==> src/hw/rtl/bdtc_pkg.sv <==
// Package: constants, types and helper functions of the block device tag controller.
`timescale 1ns / 1ps
package bdtc_pkg;

  localparam int unsigned TAGS = 8;
  localparam int unsigned TagW = $clog2(TAGS);
  localparam int unsigned CntW = $clog2(TAGS + 1);

  // item opcodes
  localparam logic [1:0] OP_READ  = 2'd0;
  localparam logic [1:0] OP_WRITE = 2'd1;
  localparam logic [1:0] OP_TICK  = 2'd2;

  // register map (byte offsets)
  localparam logic [11:0] REG_ADDRESS   = 12'd0;
  localparam logic [11:0] REG_SECTOR    = 12'd8;
  localparam logic [11:0] REG_COUNT     = 12'd12;
  localparam logic [11:0] REG_DIRECTION = 12'd16;
  localparam logic [11:0] REG_REQUEST   = 12'd17;
  localparam logic [11:0] REG_IDLE_CNT  = 12'd18;
  localparam logic [11:0] REG_COMPLETE  = 12'd19;
  localparam logic [11:0] REG_DONE_CNT  = 12'd20;
  localparam logic [11:0] REG_SECTORS   = 12'd24;
  localparam logic [11:0] REG_MAX_LEN   = 12'd28;

  // configuration register indexes
  localparam logic [1:0] CFG_SECTOR_COUNT = 2'd0;
  localparam logic [1:0] CFG_MAX_LENGTH   = 2'd1;
  localparam logic [1:0] CFG_TICK_PERIOD  = 2'd2;

  // error codes
  localparam logic [2:0] ERR_OK       = 3'd0;
  localparam logic [2:0] ERR_UNMAPPED = 3'd1;
  localparam logic [2:0] ERR_NO_IDLE  = 3'd2;
  localparam logic [2:0] ERR_NO_DONE  = 3'd3;
  localparam logic [2:0] ERR_ALIGN    = 3'd4;
  localparam logic [2:0] ERR_LENGTH   = 3'd5;
  localparam logic [2:0] ERR_RANGE    = 3'd6;

  typedef struct packed {
    logic            push;
    logic            pop;
    logic [TagW-1:0] tag;
  } fifo_ctl_t;

  typedef struct packed {
    logic [TagW-1:0] head;
    logic [CntW-1:0] count;
  } fifo_sts_t;

  // all-ones in the low n bytes
  function automatic logic [63:0] byte_mask(input logic [3:0] n);
    logic [63:0] m;
    if (n >= 4'd8) begin
      m = '1;
    end else begin
      m = (64'd1 << {n[2:0], 3'b000}) - 64'd1;
    end
    return m;
  endfunction

  // replace the low min(size, regbytes) bytes of old
  function automatic logic [63:0] merge(input logic [63:0] old, input logic [3:0] regbytes,
                                        input logic [3:0] size, input logic [63:0] data);
    logic [3:0]  k;
    logic [63:0] m;
    k = (size < regbytes) ? size : regbytes;
    m = byte_mask(k);
    return (old & ~m) | (data & m);
  endfunction

endpackage

==> src/hw/rtl/bdtc_in_if.sv <==
// Interface: input item channel (bus access or time tick).
`timescale 1ns / 1ps
interface bdtc_in_if;
  logic        valid;
  logic        ready;
  logic [1:0]  op;
  logic [11:0] addr;
  logic [3:0]  size;
  logic [63:0] wdata;

  modport source (output valid, op, addr, size, wdata, input ready);
  modport sink   (input valid, op, addr, size, wdata, output ready);
endinterface

==> src/hw/rtl/bdtc_out_if.sv <==
// Interface: result item channel (read data, error, interrupt, DMA command).
`timescale 1ns / 1ps
interface bdtc_out_if;
  logic        valid;
  logic        ready;
  logic [63:0] rdata;
  logic [2:0]  error;
  logic        irq;
  logic        issue;
  logic        issue_write;
  logic [63:0] issue_address;
  logic [31:0] issue_sector;
  logic [31:0] issue_count;
  logic [2:0]  issue_tag;

  modport source (output valid, rdata, error, irq, issue, issue_write, issue_address,
                  issue_sector, issue_count, issue_tag, input ready);
  modport sink   (input valid, rdata, error, irq, issue, issue_write, issue_address,
                  issue_sector, issue_count, issue_tag, output ready);
endinterface

==> src/hw/rtl/bdtc_tag_fifo.sv <==
// Tag FIFO: circular queue of request tags with head pointer and fill count.
`timescale 1ns / 1ps
module bdtc_tag_fifo import bdtc_pkg::*; (
  input  logic      clk_i,
  input  logic      rst_ni,
  input  logic      rst_full_i,
  input  fifo_ctl_t ctl_i,
  output fifo_sts_t sts_o
);

  logic [TagW-1:0] slot_q [TAGS];
  logic [TagW-1:0] head_q;
  logic [CntW-1:0] cnt_q;
  logic [TagW-1:0] wr_idx;

  assign wr_idx = head_q + cnt_q[TagW-1:0];

  always_ff @(posedge clk_i or negedge rst_ni) begin
    if (!rst_ni) begin
      head_q <= '0;
      cnt_q  <= rst_full_i ? CntW'(TAGS) : '0;
      for (int i = 0; i < TAGS; i++) begin
        slot_q[i] <= TagW'(i);
      end
    end else begin
      if (ctl_i.push) begin
        slot_q[wr_idx] <= ctl_i.tag;
      end
      if (ctl_i.pop) begin
        head_q <= head_q + TagW'(1);
      end
      if (ctl_i.push && !ctl_i.pop) begin
        cnt_q <= cnt_q + CntW'(1);
      end else if (ctl_i.pop && !ctl_i.push) begin
        cnt_q <= cnt_q - CntW'(1);
      end
    end
  end

  assign sts_o.head  = slot_q[head_q];
  assign sts_o.count = cnt_q;

endmodule

==> src/hw/rtl/block_device_tag_controller_unit.sv <==
// Top level: register front end and tick scheduler of the tagged block device.
//
// Usage: in_i carries one item per handshake: a register read, a register
// write or a time tick. out_o returns exactly one result item per input item,
// in order: read data, error code, interrupt level after the item and, on a
// serviced tick, the DMA command. cfg_we_i/cfg_index_i/cfg_wdata_i write
// sector_count (0), max_length (1) and tick_period (2); the user must do so
// only while the block idles, the block itself does not enforce it. An item
// is captured in the input register and, when it fires, processed into the
// result register. Throughput: one item per cycle unless the receiver stalls
// or the remainder unit runs; the input and result registers decouple the
// two sides, so an item is still taken while one result waits.
// A tick_period write starts a bit-serial remainder of the tick count by the
// new period; in_i.ready stays low until it ends.
// Reset: request registers and tick count clear, the idle FIFO holds tags 0 to
// TAGS-1, pending and done FIFOs are empty, irq is low.
// When the receiver stalls, the result register holds; with the input
// register also full, in_i.ready drops until out_o.ready returns.
`timescale 1ns / 1ps
module block_device_tag_controller_unit import bdtc_pkg::*; (
  input  logic        clk_i,
  input  logic        rst_ni,
  input  logic        cfg_we_i,
  input  logic [1:0]  cfg_index_i,
  input  logic [31:0] cfg_wdata_i,
  bdtc_in_if.sink     in_i,
  bdtc_out_if.source  out_o
);

  // configuration
  logic [31:0] sector_count_q;
  logic [15:0] max_length_q;
  logic [15:0] tick_period_q;

  // input register
  logic        in_vld_q;
  logic [1:0]  op_q;
  logic [11:0] addr_q;
  logic [3:0]  size_q;
  logic [63:0] wdata_q;

  // block state
  logic [63:0] req_address_q, req_address_d;
  logic [31:0] req_sector_q, req_sector_d;
  logic [31:0] req_count_q, req_count_d;
  logic [7:0]  req_direction_q, req_direction_d;
  logic [15:0] tick_cnt_q, tick_cnt_d;
  logic [15:0] residue_q, residue_d;   // tick_cnt_q mod effective period
  logic        irq_q, irq_d;

  // remainder unit
  logic        div_busy_q;
  logic [3:0]  div_cnt_q;
  logic [15:0] div_rem_q;
  logic [16:0] div_trial;
  logic [15:0] div_rem_d;

  // result register
  logic        out_vld_q;
  logic [63:0] rdata_q, rdata_d;
  logic [2:0]  err_q, err_d;
  logic        issue_q, issue_d;
  logic        iwrite_q, iwrite_d;
  logic [63:0] iaddr_q, iaddr_d;
  logic [31:0] isector_q, isector_d;
  logic [31:0] icount_q, icount_d;
  logic [2:0]  itag_q, itag_d;

  fifo_ctl_t idle_ctl, pend_ctl, done_ctl;
  fifo_sts_t idle_sts, pend_sts, done_sts;

  logic        advance;
  logic        fire;
  logic [16:0] period;
  logic [16:0] next_res;
  logic        slot;

  bdtc_tag_fifo u_idle_fifo (
    .clk_i, .rst_ni, .rst_full_i(1'b1), .ctl_i(idle_ctl), .sts_o(idle_sts)
  );
  bdtc_tag_fifo u_pend_fifo (
    .clk_i, .rst_ni, .rst_full_i(1'b0), .ctl_i(pend_ctl), .sts_o(pend_sts)
  );
  bdtc_tag_fifo u_done_fifo (
    .clk_i, .rst_ni, .rst_full_i(1'b0), .ctl_i(done_ctl), .sts_o(done_sts)
  );

  assign advance     = !out_vld_q || out_o.ready;
  assign fire        = in_vld_q && advance && !div_busy_q;
  assign in_i.ready  = !div_busy_q && (!in_vld_q || fire);

  // zero period acts as one
  assign period   = (tick_period_q == 16'd0) ? 17'd1 : {1'b0, tick_period_q};
  assign next_res = {1'b0, residue_q} + 17'd1;
  assign slot     = (next_res == period);

  // restoring remainder, one dividend bit per cycle, msb first
  assign div_trial = {div_rem_q, tick_cnt_q[~div_cnt_q]};
  assign div_rem_d = (div_trial >= period) ? 16'(div_trial - period) : div_trial[15:0];

  always_comb begin
    req_address_d   = req_address_q;
    req_sector_d    = req_sector_q;
    req_count_d     = req_count_q;
    req_direction_d = req_direction_q;
    tick_cnt_d      = tick_cnt_q;
    residue_d       = residue_q;
    irq_d           = irq_q;
    idle_ctl        = '0;
    pend_ctl        = '0;
    done_ctl        = '0;
    rdata_d         = '0;
    err_d           = ERR_OK;
    issue_d         = 1'b0;
    iwrite_d        = 1'b0;
    iaddr_d         = '0;
    isector_d       = '0;
    icount_d        = '0;
    itag_d          = '0;

    unique case (op_q)
      OP_READ: begin
        if (size_q > 4'd8) begin
          err_d = ERR_UNMAPPED;
        end else begin
          unique case (addr_q)
            REG_REQUEST: begin
              if (idle_sts.count == '0) begin
                err_d = ERR_NO_IDLE;
              end else begin
                idle_ctl.pop  = 1'b1;
                pend_ctl.push = 1'b1;
                pend_ctl.tag  = idle_sts.head;
              end
            end
            REG_IDLE_CNT: rdata_d = 64'(idle_sts.count);
            REG_COMPLETE: begin
              if (done_sts.count == '0) begin
                err_d = ERR_NO_DONE;
              end else begin
                done_ctl.pop  = 1'b1;
                idle_ctl.push = 1'b1;
                idle_ctl.tag  = done_sts.head;
                rdata_d       = 64'(done_sts.head);
                if (done_sts.count == CntW'(1)) begin
                  irq_d = 1'b0;
                end
              end
            end
            REG_DONE_CNT: rdata_d = 64'(done_sts.count);
            REG_SECTORS:  rdata_d = {32'd0, sector_count_q};
            REG_MAX_LEN:  rdata_d = {48'd0, max_length_q};
            default:      err_d = ERR_UNMAPPED;
          endcase
        end
        rdata_d = rdata_d & byte_mask(size_q);
      end
      OP_WRITE: begin
        if (size_q > 4'd8) begin
          err_d = ERR_UNMAPPED;
        end else begin
          unique case (addr_q)
            REG_ADDRESS: req_address_d = merge(req_address_q, 4'd8, size_q, wdata_q);
            REG_SECTOR:
              req_sector_d = 32'(merge({32'd0, req_sector_q}, 4'd4, size_q, wdata_q));
            REG_COUNT:
              req_count_d = 32'(merge({32'd0, req_count_q}, 4'd4, size_q, wdata_q));
            REG_DIRECTION:
              req_direction_d = 8'(merge({56'd0, req_direction_q}, 4'd1, size_q, wdata_q));
            default: err_d = ERR_UNMAPPED;
          endcase
        end
      end
      OP_TICK: begin
        if (slot) begin
          tick_cnt_d = '0;
          residue_d  = '0;
        end else if (tick_cnt_q == 16'hFFFF) begin
          // 16-bit wrap of the count restarts the residue as well
          tick_cnt_d = '0;
          residue_d  = '0;
        end else begin
          tick_cnt_d = tick_cnt_q + 16'd1;
          residue_d  = next_res[15:0];
        end
        if (slot && pend_sts.count != '0) begin
          itag_d = 3'(pend_sts.head);
          if (req_address_q[2:0] != 3'd0) begin
            err_d = ERR_ALIGN;
          end else if (req_count_q == 32'd0 || req_count_q > {16'd0, max_length_q}) begin
            err_d = ERR_LENGTH;
          end else if (req_sector_q > sector_count_q ||
                       req_count_q > (sector_count_q - req_sector_q)) begin
            err_d = ERR_RANGE;
          end else begin
            issue_d       = 1'b1;
            iwrite_d      = (req_direction_q != 8'd0);
            iaddr_d       = req_address_q;
            isector_d     = req_sector_q;
            icount_d      = req_count_q;
            irq_d         = 1'b1;
            pend_ctl.pop  = 1'b1;
            done_ctl.push = 1'b1;
            done_ctl.tag  = pend_sts.head;
          end
        end
      end
      default: ;
    endcase

    if (!fire) begin
      idle_ctl = '0;
      pend_ctl = '0;
      done_ctl = '0;
    end
  end

  always_ff @(posedge clk_i or negedge rst_ni) begin
    if (!rst_ni) begin
      sector_count_q  <= '0;
      max_length_q    <= 16'd8;
      tick_period_q   <= 16'd1;
      in_vld_q        <= 1'b0;
      out_vld_q       <= 1'b0;
      req_address_q   <= '0;
      req_sector_q    <= '0;
      req_count_q     <= '0;
      req_direction_q <= '0;
      tick_cnt_q      <= '0;
      residue_q       <= '0;
      irq_q           <= 1'b0;
      div_busy_q      <= 1'b0;
      div_cnt_q       <= '0;
      div_rem_q       <= '0;
    end else begin
      if (cfg_we_i) begin
        unique case (cfg_index_i)
          CFG_SECTOR_COUNT: sector_count_q <= cfg_wdata_i;
          CFG_MAX_LENGTH:   max_length_q   <= cfg_wdata_i[15:0];
          CFG_TICK_PERIOD: begin
            tick_period_q <= cfg_wdata_i[15:0];
            div_busy_q    <= 1'b1;
            div_cnt_q     <= '0;
            div_rem_q     <= '0;
          end
          default: ;
        endcase
      end
      if (div_busy_q && !(cfg_we_i && cfg_index_i == CFG_TICK_PERIOD)) begin
        div_rem_q <= div_rem_d;
        div_cnt_q <= div_cnt_q + 4'd1;
        if (div_cnt_q == 4'd15) begin
          div_busy_q <= 1'b0;
          residue_q  <= div_rem_d;
        end
      end

      if (in_i.valid && in_i.ready) begin
        in_vld_q <= 1'b1;
      end else if (fire) begin
        in_vld_q <= 1'b0;
      end

      if (fire) begin
        out_vld_q       <= 1'b1;
        req_address_q   <= req_address_d;
        req_sector_q    <= req_sector_d;
        req_count_q     <= req_count_d;
        req_direction_q <= req_direction_d;
        tick_cnt_q      <= tick_cnt_d;
        residue_q       <= residue_d;
        irq_q           <= irq_d;
      end else if (out_o.ready) begin
        out_vld_q <= 1'b0;
      end
    end
  end

  // payload registers
  always_ff @(posedge clk_i) begin
    if (in_i.valid && in_i.ready) begin
      op_q    <= in_i.op;
      addr_q  <= in_i.addr;
      size_q  <= in_i.size;
      wdata_q <= in_i.wdata;
    end
    if (fire) begin
      rdata_q   <= rdata_d;
      err_q     <= err_d;
      issue_q   <= issue_d;
      iwrite_q  <= iwrite_d;
      iaddr_q   <= iaddr_d;
      isector_q <= isector_d;
      icount_q  <= icount_d;
      itag_q    <= itag_d;
    end
  end

  assign out_o.valid         = out_vld_q;
  assign out_o.rdata         = rdata_q;
  assign out_o.error         = err_q;
  assign out_o.irq           = irq_q;
  assign out_o.issue         = issue_q;
  assign out_o.issue_write   = iwrite_q;
  assign out_o.issue_address = iaddr_q;
  assign out_o.issue_sector  = isector_q;
  assign out_o.issue_count   = icount_q;
  assign out_o.issue_tag     = itag_q;

  // every tag lives in exactly one of the three FIFOs
  a_tag_conservation: assert property (@(posedge clk_i) disable iff (!rst_ni)
    (32'(idle_sts.count) + 32'(pend_sts.count) + 32'(done_sts.count)) == TAGS)
    else $error("tag count not conserved across FIFOs");

  // interrupt level tracks a non-empty completion FIFO
  a_irq_done: assert property (@(posedge clk_i) disable iff (!rst_ni)
    irq_q == (done_sts.count != '0))
    else $error("irq level disagrees with completion FIFO");

  // an issued command never carries an error
  a_issue_ok: assert property (@(posedge clk_i) disable iff (!rst_ni)
    (out_vld_q && issue_q) |-> (err_q == ERR_OK && irq_q))
    else $error("issued command with error or without irq");

  // no item is processed while the remainder unit runs
  a_busy_hold: assert property (@(posedge clk_i) disable iff (!rst_ni)
    div_busy_q |=> $stable(tick_cnt_q))
    else $error("tick count moved during remainder pass");

endmodule

==> src/flat_wrapper.sv <==
// flat-port wrapper written by rule: the top's interface ports become plain ports
module block_device_tag_controller_unit_flat import bdtc_pkg::*;
  (clk_i, rst_ni, cfg_we_i, cfg_index_i, cfg_wdata_i, in_i_valid, in_i_op, in_i_addr, in_i_size, in_i_wdata, in_i_ready, out_o_valid, out_o_rdata, out_o_error, out_o_irq, out_o_issue, out_o_issue_write, out_o_issue_address, out_o_issue_sector, out_o_issue_count, out_o_issue_tag, out_o_ready);
  bdtc_in_if in_i_i ();
  bdtc_out_if out_o_i ();
  input  logic clk_i;
  input  logic rst_ni;
  input  logic cfg_we_i;
  input  logic [1:0] cfg_index_i;
  input  logic [31:0] cfg_wdata_i;
  input wire logic [$bits(in_i_i.valid)-1:0] in_i_valid;
  input wire logic [$bits(in_i_i.op)-1:0] in_i_op;
  input wire logic [$bits(in_i_i.addr)-1:0] in_i_addr;
  input wire logic [$bits(in_i_i.size)-1:0] in_i_size;
  input wire logic [$bits(in_i_i.wdata)-1:0] in_i_wdata;
  output wire logic [$bits(in_i_i.ready)-1:0] in_i_ready;
  output wire logic [$bits(out_o_i.valid)-1:0] out_o_valid;
  output wire logic [$bits(out_o_i.rdata)-1:0] out_o_rdata;
  output wire logic [$bits(out_o_i.error)-1:0] out_o_error;
  output wire logic [$bits(out_o_i.irq)-1:0] out_o_irq;
  output wire logic [$bits(out_o_i.issue)-1:0] out_o_issue;
  output wire logic [$bits(out_o_i.issue_write)-1:0] out_o_issue_write;
  output wire logic [$bits(out_o_i.issue_address)-1:0] out_o_issue_address;
  output wire logic [$bits(out_o_i.issue_sector)-1:0] out_o_issue_sector;
  output wire logic [$bits(out_o_i.issue_count)-1:0] out_o_issue_count;
  output wire logic [$bits(out_o_i.issue_tag)-1:0] out_o_issue_tag;
  input wire logic [$bits(out_o_i.ready)-1:0] out_o_ready;
  assign in_i_i.valid = in_i_valid;
  assign in_i_i.op = in_i_op;
  assign in_i_i.addr = in_i_addr;
  assign in_i_i.size = in_i_size;
  assign in_i_i.wdata = in_i_wdata;
  assign in_i_ready = in_i_i.ready;
  assign out_o_valid = out_o_i.valid;
  assign out_o_rdata = out_o_i.rdata;
  assign out_o_error = out_o_i.error;
  assign out_o_irq = out_o_i.irq;
  assign out_o_issue = out_o_i.issue;
  assign out_o_issue_write = out_o_i.issue_write;
  assign out_o_issue_address = out_o_i.issue_address;
  assign out_o_issue_sector = out_o_i.issue_sector;
  assign out_o_issue_count = out_o_i.issue_count;
  assign out_o_issue_tag = out_o_i.issue_tag;
  assign out_o_i.ready = out_o_ready;
  block_device_tag_controller_unit u_core (.clk_i(clk_i), .rst_ni(rst_ni), .cfg_we_i(cfg_we_i), .cfg_index_i(cfg_index_i), .cfg_wdata_i(cfg_wdata_i), .in_i(in_i_i), .out_o(out_o_i));
endmodule
==> config.mk <==
export PLATFORM = sky130hd
export DESIGN_NAME = block_device_tag_controller_unit_flat
export DESIGN_NICKNAME = d
export VERILOG_FILES = /design/src/hw/rtl/bdtc_pkg.sv /design/src/hw/rtl/bdtc_in_if.sv /design/src/hw/rtl/bdtc_out_if.sv /design/src/hw/rtl/bdtc_tag_fifo.sv /design/src/hw/rtl/block_device_tag_controller_unit.sv /design/src/flat_wrapper.sv
export SDC_FILE = /design/constraint.sdc
export NUM_CORES = 1
export LEC_CHECK = 0
export BUFFER_PORTS_ARGS = -buffer_cell sky130_fd_sc_hd__buf_2
export CAP_MARGIN = 20
export CORE_MARGIN = 2
export CORE_UTILIZATION = 29
export CTS_CLUSTER_SIZE = 25
export DETAILED_ROUTE_END_ITERATION = 10
export GPL_ROUTABILITY_DRIVEN = 0
export PLACE_DENSITY_LB_ADDON = 0.12
export SYNTH_ARGS = -nofsm -noshare
export SYNTH_HDL_FRONTEND = slang
export SYNTH_SLANG_ARGS = --single-unit
==> constraint.sdc <==
create_clock -name clk_i -period 8.1 [get_ports clk_i]
set_input_delay 1.215 -clock clk_i [delete_from_list [all_inputs] [get_ports clk_i]]
set_output_delay 1.215 -clock clk_i [all_outputs]
set_load 0.02 [all_outputs]
# == After elaboration in Yosys (flattened, before gate mapping) ==
# Cells that the tools add are included.
# word_totals
rom_bits,0
word_cells,345
inputBits,121
ram_bits,0
latchBits,0
ff_bits,631
n_memories,0
out_inout_bits,203
# op_classes
n_div,0
n_shift,4
n_addsub,21
n_reduce_logical,65
magnitude_cmp,22
bitwise,27
multipliers,0
n_eq_ne,26
muxes,123
# op_table
op,n
$mux W64,8
$pmux W64 S5,1
$mux W32,7
$mux W16,13
$and A64 B64 Y64,3
$and A32 B32 Y32,4
$shl A1 B6 Y64 const A,2
$sub A64 B1 Y64 const B,2
$eq A12 B5 Y1 const B,7
$mux W3,27
$bwmux W24,3
$gt A32 B32 Y1,2
$not A32 Y32,2
$not A64 Y64,1
$or A32 B32 Y32,2
$or A64 B64 Y64,1
$mux W4,12
$ge A4 B4 Y1 const B,10
$gt A32 B16 Y1,1
$logic_not A32 Y1,1
$mux W8,4
$shl A1 B6 Y32 const A,1
$sub A32 B1 Y32 const B,1
$sub A32 B32 Y32,1
other kinds (55),172

# == Longest topological paths before layout ==
# depth
depth_word,14
ltp_mapped,30
ltp_nobuf,30

# == Worst setup path after synthesis ==
# OpenSTA, ideal clock, no wires.
# synth_timing
path_type,input port to flip-flop
from,in out_o_ready
to,reg u_core.u_idle_fifo.cnt_q[3]
setup_slack_ns,1.161
n_path_buf,2
path_stages,14
t_arrival_ns,6.857
setup_time_ns,0.083
required_time_ns,8.017
path_cell_list,nand2b_1 > nand3_1 > clkbuf_1 > inv_1 > and3_1 > clkbuf_1 > ha_1 > inv_1 > ha_1 > a21o_1 > a21oi_1 > xnor2_1 > nor2_1 > xor2_1
# synth_between
elab_chain_cells,7
elab_cells_between_ends,10
classes_between,mux (2); reduce/logical (8)
# synth_rtl
item,line,text
"start, declared",flat_wrapper.sv:27,input wire logic [$bits(out_o_i.ready)-1:0] out_o_ready;
$logic_or A1 B1 Y1 *,block_device_tag_controller_unit.sv:88,assign advance = !out_vld_q || out_o.ready;
$logic_and A1 B1 Y1 * (2 in series),block_device_tag_controller_unit.sv:89,assign fire = in_vld_q && advance && !div_busy_q;
named net u_core.fire,block_device_tag_controller_unit.sv:73,logic fire;
$mux W5 *,block_device_tag_controller_unit.sv:211,if (!fire) begin
$logic_not A1 Y1 (on tied branches),"bdtc_tag_fifo.sv:32, bdtc_tag_fifo.sv:34",
$logic_and A1 B1 Y1 (on tied branches),"bdtc_tag_fifo.sv:32, bdtc_tag_fifo.sv:34",
$mux W4 / $reduce_bool A2 Y1 (equally long branches),n/a,
"end signal, assigned",bdtc_tag_fifo.sv:21,cnt_q <= rst_full_i ? CntW'(TAGS) : '0;
"end signal, assigned",bdtc_tag_fifo.sv:33,cnt_q <= cnt_q + CntW'(1);
"end signal, assigned",bdtc_tag_fifo.sv:35,cnt_q <= cnt_q - CntW'(1);
"end, declared",bdtc_tag_fifo.sv:13,logic [CntW-1:0] cnt_q;
# Mark *: on every way through the listed nets, which the timed path passes. The rest lies on a longest branch.
# A chain may end at the register's enable or synchronous reset.

==> qor.csv <==
metric,value,unit
setup skew after layout,27.9,ps
Detailed Routing Iterations Pass 1,5,
Register Area,16300,um^2
Crit path largest cell delay,470,ps
DRC Markers,0,
maximum operating frequency,140,MHz
Final Total Pwr,9.15,mW
I/O pin cnt,324,
Final Hold Fails,0,
Top Layer Used,met5,
CTS HTree Levels,3,
Initial Util,29.2,%
relative slew slack,29.3,%
Multi-input gate area,11700,um^2
PwrDens,268,nW/um^2
CTS max path bufs,3,
root buffer cell,clkbuf_16,
"commonest non-fill, non-tap cells in the layout","dfrtp_1 (310), buf_2 (290), edfxtp_1 (250), mux2_2 (236), nand2_1 (174)",
Lkg Pwr,14.9,nW
post-CTS setup buffer count,0,
cts bufs inserted,75,
"non-filler cells, final",4019,
Port Buffers,291,
outcome,"complete, no violations",
Die X,319,um
Tcrit/Tclk final,88.4,%
CP Max Fanout,4,
die area,102000,um^2
fin. max-slew vios,0,
nets,2911,
Syn Inst Count,2332,
Post-synth top flop,dfrtp_1,
core area,98300,um^2
final setup violation count,0,
fin util,34.7,%
CP top delay family,compound AO/OA/AOI/OAI gates,
"Slowest-stage cell, CP",fa_1,
Worst Path Buf+Inv,2,
WL/cell,21.2,um
Worst EP arrival,7680,ps
post-route cell area,34100,um^2
Tightest Pin Transition,1050,ps
number of synthesized flops with an enable pin,250,
vias in the first global route,20000,
GRT Total Usage,16.7,%
"antenna viol nets, final",0,
Congestion Overflow GR,0,
vias per cell,4.80,
DRT met1 WL,38600,um
TNS Setup,0,ps
unrepaired setup endpoints after global routing,false,
Post-Synthesis Cell Area,28700,um^2
vias after detailed routing,19300,
post-route setup slack,941,ps
largest net degree at the start of global routing,131,
Hold Path Class,register to register,
"most common cell after layout, fill and taps aside",dfrtp_1,
fin crit period,7160,ps
crit path launch type,register,
metal2 WL,39600,um
post-CTS resize count,0,
row count,115,
Worst-path clk slew,60,ps
Starting DRT DRC Count,1201,
routed wl met3,4500,um
WHS,467,ps
synth unique cells,74,
total clock sinks,599,
placed cell count,3876,
Worst IR Drop VDD,0.136,mV
"Clk Latency, worst-skew pair",640,ps
dpl hpwl,62100,um
first-pass GRT wire length,129000,um
sequential area share after synthesis,56.7,%
hold_buf cts,0,
initial antenna violation count,4,
Post-Syn Area per Cell,12.3,um^2
Post-synth ARST share,58.3,%
Die Y-Extent,319,um
Fillers,9746,
Critical Path RT,8620,ps
DP Worst Slack,955,ps
Area Growth Syn to Fin,18.8,%
Ys Warns,0,
max_cap viols,0,
#FFs+latches synth,599,
WL final,85300,um
endpoint type of the worst setup path,register,
Crit Path Category,register to register,
layout cells sized above 1,27.2,%
DP Area,31700,um^2
CTS tree,built,
==> synthesized netlist by cell type, drive strengths merged (6+ instances only) <==
cell type  instances  area share [%]
or3               18            0.39
mux2i             23            0.80
a21boi             6            0.16
fa                 7            0.49
clkbuf            51            0.67
o21a              19            0.50
buf               54             1.3
ha               117             5.1
a221o              9            0.31
a21o              35            0.91
inv              102             1.3
dfrtp            310              27
mux2             236             9.3
nand2            174             2.3
nand3b             9            0.24
a21oi             80             1.4
a31oi              7            0.15
dfstp             39             3.6
a211oi             7            0.18
nand2b            25            0.54
nand4             31            0.68
and3              23            0.50
or4               10            0.26
nand3             29            0.51
and2             131             2.9
o21ai            127             2.2
edfxtp           250              26
nor3              28            0.49
nor2b             16            0.35
xor2              36             1.1
nor3b              6            0.16
o21bai             7            0.18
mux4              22             1.7
xnor2             48             1.5
or2               14            0.30
nor2             116             1.5
o31ai             19            0.50
nor4              31            0.70
==> path summary, 6_finish.rpt <==
| kind | from | to | slack (ps) | cells past startpoint |
|---|---|---|---|---|
| setup / recovery | register | u_core.u_pend_fifo.cnt_q[3] | 940 | 29 |
| hold / removal | register | register | 470 | 2 |
| setup reg to reg | register | u_core.u_pend_fifo.cnt_q[3] | 940 | 29 |
| hold reg to reg | register | register | 470 | 2 |
| max in group asynchronous | rst_ni | asynchronous set/reset pin | 5950 | 2 |
| min in group asynchronous | rst_ni | u_core.sector_count_q[30] | 620 | 1 |
==> per-layer routing <==
metal / GRT usage [%] / up-vias
met5: 0 / -
met4: 5.80 / 2
met2: 27.0 / 539
met3: 3.24 / 122
met1: 22.4 / 9556
li1: - / 9060
==> where the power goes <==
group	internal, mW	switching (mW)
Clock	2.00	1.34
Sequential	3.56	0.297
Combinational	0.733	1.22
==> layout make-up <==
cell class	count	share of cell area (%)
multi-input combinational	1576	34.3
antenna	4	0.0293
timing repair buffer	312	4.91
tap	1287	4.72
sequential	599	47.7
clock inverter	25	0.872
inverter	102	1.14
clock buffer	114	6.31
==> worst register-to-register path, delay by kind of cell, from the launching register on <==
family / cells / cell delay, ps
DFF: 1 / 390
and+or+nand+nor: 6 / 1280
xor gates and xnor gates: 3 / 400
adders and majority gates: 5 / 1540
buffers and inverters: 2 / 320
AOI/OAI and AO/OA: 13 / 3100
==> kinds of logic after synthesis <==
family	synth area share [%]
buffers and inverters	3.28
other	0.0131
multiplexers	11.8
adder cells (fa/ha/maj)	5.58
XOR/XNOR	2.56
AO/OA/AOI/OAI	7.94
flip-flops	56.7
AND/OR/NAND/NOR	12.1
Power figures use the tool's default switching activity.
